File: config.mk
export PLATFORM = sky130hd
export DESIGN_NAME = tpc_out_stage
export DESIGN_NICKNAME = d
export VERILOG_FILES = /design/src/sv/tpc_pkg.sv /design/src/sv/tpc_out_stage.sv
export SDC_FILE = /design/constraint.sdc
export NUM_CORES = 1
export LEC_CHECK = 0
export BUFFER_PORTS_ARGS = -buffer_cell sky130_fd_sc_hd__buf_4
export CAP_MARGIN = 15
export CELL_PAD_IN_SITES_DETAIL_PLACEMENT = 2
export CELL_PAD_IN_SITES_GLOBAL_PLACEMENT = 2
export CORE_AREA = 2 2 306 308
export DETAILED_ROUTE_END_ITERATION = 8
export DIE_AREA = 0 0 308 310
export GPL_TIMING_DRIVEN = 1
export PLACE_DENSITY_LB_ADDON = 0.08
export SLEW_MARGIN = 25
export SYNTH_ARGS = -nofsm -noshare
export SYNTH_HDL_FRONTEND = slang
export SYNTH_SLANG_ARGS = --single-unit
File: constraint.sdc
create_clock -name i_clk -period 28.7 [get_ports i_clk]
set_clock_uncertainty 0.15 [all_clocks]
set_input_delay 4.305 -clock i_clk [delete_from_list [all_inputs] [get_ports i_clk]]
set_output_delay 4.305 -clock i_clk [all_outputs]
set_load 0.03 [all_outputs]
File: src/sv/tpc_pkg.sv
// ----------------------------------------------------------------------------
// tpc_pkg
// Shared widths, types and codes of the triangle plane clipper.
// ----------------------------------------------------------------------------
package tpc_pkg;

    localparam int COORD_FRAC_BITS = 16;
    localparam int COORD_W         = 32;
    localparam int DIFF_W          = COORD_W + 1;
    localparam int PROD_W          = DIFF_W + COORD_W;
    localparam int DIST_W          = PROD_W + 2;
    localparam int DEN_W           = DIST_W + 1;
    localparam int T_FRAC          = 30;
    localparam int T_W             = T_FRAC + 1;
    localparam int NORM_STAGES     = 3;
    localparam int DIV_STAGES      = T_W;
    localparam int CARRY_N         = NORM_STAGES + DIV_STAGES + 1;
    localparam int ISECT_LAT       = CARRY_N + 1;
    localparam int TRI_W           = 9 * COORD_W;
    localparam int CFG_AW          = 3;

    localparam logic [COORD_W-1:0] NORMAL_Z_RST = COORD_W'(1) << COORD_FRAC_BITS;

    // one vertex: x in the lowest bits, then y, then z
    typedef logic [2:0][COORD_W-1:0] t_vec;
    // three vertices, first vertex in the lowest bits
    typedef t_vec [2:0] t_tri;
    typedef logic signed [DIST_W-1:0] t_dist;

    typedef enum logic [1:0] {
        MODE_CULL,
        MODE_PASS,
        MODE_ONE,
        MODE_TWO
    } t_mode;

    // what travels beside the intersection lanes
    typedef struct packed {
        t_mode mode;
        t_vec  p0;
        t_vec  p1;
        t_vec  p2;
    } t_side;

endpackage

File: src/sv/tpc_out_stage.sv
// ----------------------------------------------------------------------------
// tpc_out_stage
// Merges pass-through vertices and lane intersections into result
// triangles; output register plus one held second triangle.
// ----------------------------------------------------------------------------
module tpc_out_stage import tpc_pkg::*; (
    input  logic             i_clk,
    input  logic             i_rst_n,
    input  logic             i_vld,
    input  t_side            i_side,
    input  t_vec             i_x0,
    input  t_vec             i_x1,
    input  logic             i_ready,
    output logic             o_take_ok,
    output logic             o_valid,
    output logic [TRI_W-1:0] o_data,
    output logic             o_last
);

    logic             r_out_vld;
    logic             n_out_vld;
    logic             r_sec_vld;
    logic             n_sec_vld;
    logic [TRI_W-1:0] r_out_data;
    logic [TRI_W-1:0] n_out_data;
    logic             r_out_last;
    logic             n_out_last;
    logic [TRI_W-1:0] r_sec_data;
    logic [TRI_W-1:0] n_sec_data;
    logic [TRI_W-1:0] w_first;
    logic [TRI_W-1:0] w_second;
    logic             w_first_last;
    logic             w_take;

    always_comb begin
        w_second     = {i_x1, i_x0, i_side.p1};
        w_first      = {i_side.p2, i_side.p1, i_side.p0};
        w_first_last = 1'b1;
        unique case (i_side.mode)
            MODE_CULL: w_first = {i_side.p2, i_side.p1, i_side.p0};
            MODE_PASS: w_first = {i_side.p2, i_side.p1, i_side.p0};
            MODE_ONE:  w_first = {i_x1, i_x0, i_side.p0};
            MODE_TWO: begin
                w_first      = {i_x0, i_side.p1, i_side.p0};
                w_first_last = 1'b0;
            end
        endcase
    end

    assign o_take_ok = !r_out_vld || (i_ready && !r_sec_vld);
    assign w_take    = i_vld && o_take_ok && (i_side.mode != MODE_CULL);

    always_comb begin
        n_out_vld  = r_out_vld;
        n_sec_vld  = r_sec_vld;
        n_out_data = r_out_data;
        n_out_last = r_out_last;
        n_sec_data = r_sec_data;
        if (r_out_vld && i_ready) begin
            if (r_sec_vld) begin
                n_out_data = r_sec_data;
                n_out_last = 1'b1;
                n_sec_vld  = 1'b0;
            end else begin
                n_out_vld = 1'b0;
            end
        end
        if (w_take) begin
            n_out_vld  = 1'b1;
            n_out_data = w_first;
            n_out_last = w_first_last;
            if (i_side.mode == MODE_TWO) begin
                n_sec_vld  = 1'b1;
                n_sec_data = w_second;
            end
        end
    end

    always_ff @(posedge i_clk) begin
        if (!i_rst_n) begin
            r_out_vld <= 1'b0;
            r_sec_vld <= 1'b0;
        end else begin
            r_out_vld <= n_out_vld;
            r_sec_vld <= n_sec_vld;
        end
    end

    always_ff @(posedge i_clk) begin
        r_out_data <= n_out_data;
        r_out_last <= n_out_last;
        r_sec_data <= n_sec_data;
    end

    assign o_valid = r_out_vld;
    assign o_data  = r_out_data;
    assign o_last  = r_out_last;

endmodule
**After elaboration in Yosys (flattened, before gate mapping)**

Index checks and enable logic that the tools add are counted.

- Flip-flop bits (word level): 579
- Latch bits: 0
- Bits in writable memories: 0
- ROM bits: 0
- Input port bits: 486
- Memories: 0

- Add/subtract/negate cells: 0
- $mul: 0
- Divide/modulo/power cells: 0
- $lt $le $gt $ge: 0
- Eq/ne operators: 4
- Shift operators: 0
- Mux-type cells: 14
- Bitwise gates (word level): 0
- Reduce and logical (&&, ||, !) cells: 15

Operators by type and width:

| kind | number |
|---|---|
| 2-to-1 mux 288 bit | 3 |
| one-hot mux 288 bit (3 select lines) | 1 |
| 2-to-1 mux 1 bit | 10 |
| AND reduction 2 bit | 3 |
| nonzero test 2 bit | 3 |
| equality test 2 bit, second input constant | 2 |
| logical AND 1 bit | 4 |
| equality test 2 x 1 -> 1 bit, second input constant | 1 |
| zero test 1 bit | 2 |
| zero test 2 bit | 1 |
| != test 2 x 1 -> 1 bit, second input constant | 1 |
| OR reduction 2 bit | 1 |
| logical OR 1 bit | 1 |

**Logic depth before layout (Yosys ltp)**

- Depth after elaboration: 7
- Gate-level depth with buffers: 7
- Gate-level depth less buffers: 3

**Worst setup path after synthesis**

No wires, ideal clock.

- Path kind: input to register
- From: input port i_side[288] in the netlist's numbering
- To: register r_sec_vld
- Arrival: 19871 ps
- Required time: 28427 ps
- Setup slack: 8556 ps
- Stages on the path: 6
- Cell sequence: buf_6 > buf_4 > buf_2 > nand3_1 > a21oi_1 > o21a_1

- Longest elaborated chain between the ends: 3

RTL lines:

| item | line | text |
|---|---|---|
| from (decl) | tpc_out_stage.sv:10 | `input t_side i_side,` |
| equality test 2 bit / nonzero test 2 bit (equally long branches) | tpc_out_stage.sv:72, tpc_out_stage.sv:51 |  |
| 2-to-1 mux 1 bit / logical AND 1 bit (equally long branches) | tpc_out_stage.sv:72, tpc_out_stage.sv:51 |  |
| 2-to-1 mux 1 bit * | tpc_out_stage.sv:68 | `if (w_take) begin` |
| to (signal assigned) | tpc_out_stage.sv:85 | `r_sec_vld <= n_sec_vld;` |
| to (decl) | tpc_out_stage.sv:22 | `logic r_sec_vld;` |

Every way passes the cells marked *; elsewhere a longest branch is shown, timed or not.
A chain may end at the register's enable or synchronous reset.

**Final worst setup path**

- From: input port i_ready
- To: output port o_take_ok

- Longest elaborated chain between the ends: 2

RTL lines:

| item | line | text |
|---|---|---|
| from (decl) | tpc_out_stage.sv:13 | `input logic i_ready,` |
| logical AND 1 bit | tpc_out_stage.sv:50 | `assign o_take_ok = !r_out_vld \|\| (i_ready && !r_sec_vld);` |
| logical OR 1 bit | tpc_out_stage.sv:50 |  |
| to (decl) | tpc_out_stage.sv:14 | `output logic o_take_ok,` |

No other way between the ends.

==> flow_metrics.py <==
metrics = {
    "setup_path": {
        "r2r_end": "o_data[192]",
        "path_cells": "buf_4, nand2b_1, nand2_1, buf_4",
        "rr_worst_depth": 6,
        "worstPathArrival_ns": 5.04,
        "critPathKind": "primary input to primary output",
        "max_stage_delay_ns": 0.21,
        "startpoint": "i_ready",
        "worstPathRequired_ns": 24.25,
        "slowest_stage": "nand2b_1",
        "r2r-start": "r_sec_vld",
        "regToRegSetupSlack_ns": 24.70,
        "cp_max_fo": 3,
        "path_common_cell": "buf_4",
        "crit_end": "o_take_ok",
        "worst_setup_path_end_kind": "primary output",
        "critPathLaunchType": "primary input",
    },
    "yosys": {
        "synthMuxAreaShare": 0.230,
        "synth_cell_type_count": 22,
        "synth_top_family_by_area": "multiplexers",
        "synth-xor-area-share": 0,
        "synth.area.top_cells": "edfxtp_1, mux2_1, mux2_4",
        "synth-compound-area-share": 0.0216,
        "synth_nets": 1825,
        "netlist_instances": 1339,
        "yosysTopAreaCell": "edfxtp_1",
        "yosysTopAreaCellShare": 0.712,
        "yosys.area_share.simple": 0.0160,
        "ys_seq_elements": 579,
        "synth_fa_ha_area_frac": 0,
        "syn-cell-area_um2": 24300,
        "yosysWarnings": 0,
        "syn_avg_cell_area_um2": 18.2,
        "yosysSeqAreaShare": 0.714,
    },
    "finish": {
        "design_area_um2": 33700,
        "synthToLayoutAreaGrowth_pct": 38.4,
        "seq_area_um2": 17400,
        "multi_input_area_um2": 6530,
        "drive_above_1_share": 0.487,
        "layout_commonest_cell": "buf_4",
        "mostFrequentLayoutCells": "buf_4, edfxtp_1, mux2_1",
        "fillers": 9317,
        "utilization": 0.364,
        "nets": 2618,
    },
    "power": {
        "leakage_nw": 13.1,
        "irDropWorstVdd_v": 0.0000362,
        "p_switching_mw": 0.549,
        "power.share.clock": 0.401,
        "combinationalPowerShare": 0.139,
        "power_density_nw_per_um2": 64.4,
        "p_total_mw": 2.17,
        "switching_share": 0.253,
        "p_seq_frac": 0.460,
        "p_int_mw": 1.62,
    },
    "timing": {
        "fin_ws_ns": 19.20,
        "period_share": 0.331,
        "worstMarginPinSlew_ns": 1.19,
        "totalNegativeSetupSlack_ns": 0,
        "max_freq_ghz": 0.105,
        "setup_viol": 0,
        "finalHoldViolations": 0,
        "rsz0062_at_grt": "false",
        "max_slew_margin": 0.204,
        "slew_viol_final": 0,
        "period_minus_slack_ns": 9.50,
    },
    "cts": {
        "h-tree-depth": 3,
        "cts_tree": "done",
        "clockBufferDepth": 3,
        "cts_resized": 0,
        "cts_hold_buf": 0,
        "post_cts_buffers": 0,
        "numCtsBuffers": 72,
        "clkSinkCount": 579,
        "clockRootBuffer": "clkbuf_16",
        "clk_pin_slew_ns": 0.06,
        "clk_latency_ns": 0.62,
    },
    "routing": {
        "routed_wl_um": 89800,
        "via_per_inst": 4.49,
        "dr.pass1.iters": 6,
        "first_iter_violations": 677,
        "antenna_left": 0,
        "post_drt_wl_per_cell_um": 26.4,
        "vias": 15200,
        "drc": 0,
    },
    "place": {
        "place_area_um2": 31400,
        "place_hpwl_um": 62900,
        "dp_slack_ns": 19.18,
        "portBuffers": 776,
        "place.gp.congestion": 0.784,
    },
    "hold_path": {
        "worstHoldPathType": "flop to flop",
        "worstHoldStart": "r_sec_data[149]",
    },
    "floorplanning": {
        "core-area_um2": 92500,
        "io_pins": 777,
        "start_util": 0.263,
        "die_area_um2": 95500,
        "die_h_um": 310,
        "rows": 112,
        "die_w_um": 308,
    },
    "run": {
        "max-cap-violations": 0,
    },
    "global_route": {
        "overflow": 0,
        "antenna_found_initial": 35,
        "grt_pass1_wl_um": 124000,
        "grt_max_degree": 140,
        "grt_usage": 0.181,
        "grt_pass1_vias": 16900,
    },
    "run_status": {
        "status": "complete, no violations",
    },
}
[registers in the layout, indices dropped and copies added (netlist names)]
name        count
o_data        288
o_last          1
o_valid         1
r_sec_data    288
r_sec_vld       1
[kinds of logic (layout without fill, tap and decap cells)]
kind of cell	count (synthesis)	in the layout
flops	579	579
mux	480	480
compound gates	103	103
simple gates	100	100
buf+inv	77	921
other cells	0	15
[worst min-delay path by stage]
stage / slack, ns / to / cells after the start
floorplan: 0.35 / o_data[0] / 1
global placement: 0.35 / o_data[39] / 1
detailed placement: 0.36 / o_data[15] / 1
CTS: 0.37 / o_data[149] / 1
global route: 0.39 / o_data[213] / 1
finish: 0.37 / o_data[149] / 1
[per-layer routing]
layer / routed length, um / share of wire / up-vias / track usage
met3: 8440 / 0.094 / 146 / 0.0819
li1: - / - / 6799 / -
met1: 33000 / 0.37 / 7738 / 0.195
met4: 1850 / 0.021 / 44 / 0.0483
met5: 279 / 0.0031 / - / 0
met2: 46200 / 0.51 / 517 / 0.321
[cells in the mapped netlist]
| cell type | number |
|---|---|
| buf_6 | 8 |
| mux2i_1 | 96 |
| nand2b_1 | 1 |
| o21a_1 | 1 |
| nand3_1 | 1 |
| dfxtp_1 | 2 |
| mux2_1 | 216 |
| buf_4 | 21 |
| a21boi_0 | 1 |
| a31o_1 | 1 |
| inv_1 | 1 |
| nand2_1 | 1 |
| o21ai_1 | 1 |
| clkbuf_1 | 19 |
| a21oi_1 | 98 |
| mux2_4 | 80 |
| a21boi_1 | 1 |
| buf_2 | 28 |
| nor2_1 | 96 |
| edfxtp_1 | 577 |
| nand2b_4 | 1 |
| mux2_2 | 88 |
[area by class of cell]
| type | count | share of cell area |
|---|---|---|
| tap | 1197 | 0.0445 |
| multi-input combinational | 683 | 0.194 |
| sequential | 579 | 0.516 |
| clock inverter | 31 | 0.00602 |
| antenna | 15 | 0.00111 |
| inverter | 1 | 0.000111 |
| clock buffer | 94 | 0.0591 |
| timing repair buffer | 795 | 0.180 |
[stage by stage]
step                      cells  hold slack, ns
after CTS                  3379           0.372
after global placement     3254           0.355
final                      3395           0.366
after global routing       3387           0.388
after detailed placement   3254           0.363
after floorplan            1339           0.351
[worst max-delay path: cells and delay by family]
kind          cells  cell delay, ns
buf+inv           2            0.35
simple gates      2            0.37
[power groups by stage]
stage / sequential (mW) / combinational [mW] / clock (mW)
final: 0.998 / 0.302 / 0.871
after global routing: 1.00 / 0.322 / 0.931
after CTS: 0.999 / 0.308 / 0.903
after detailed placement: 1.02 / 0.307 / 0
after global placement: 1.01 / 0.303 / 0
after floorplan: 1.09 / 0.100 / 0
Note: power is estimated with default switching activity, not from simulation.
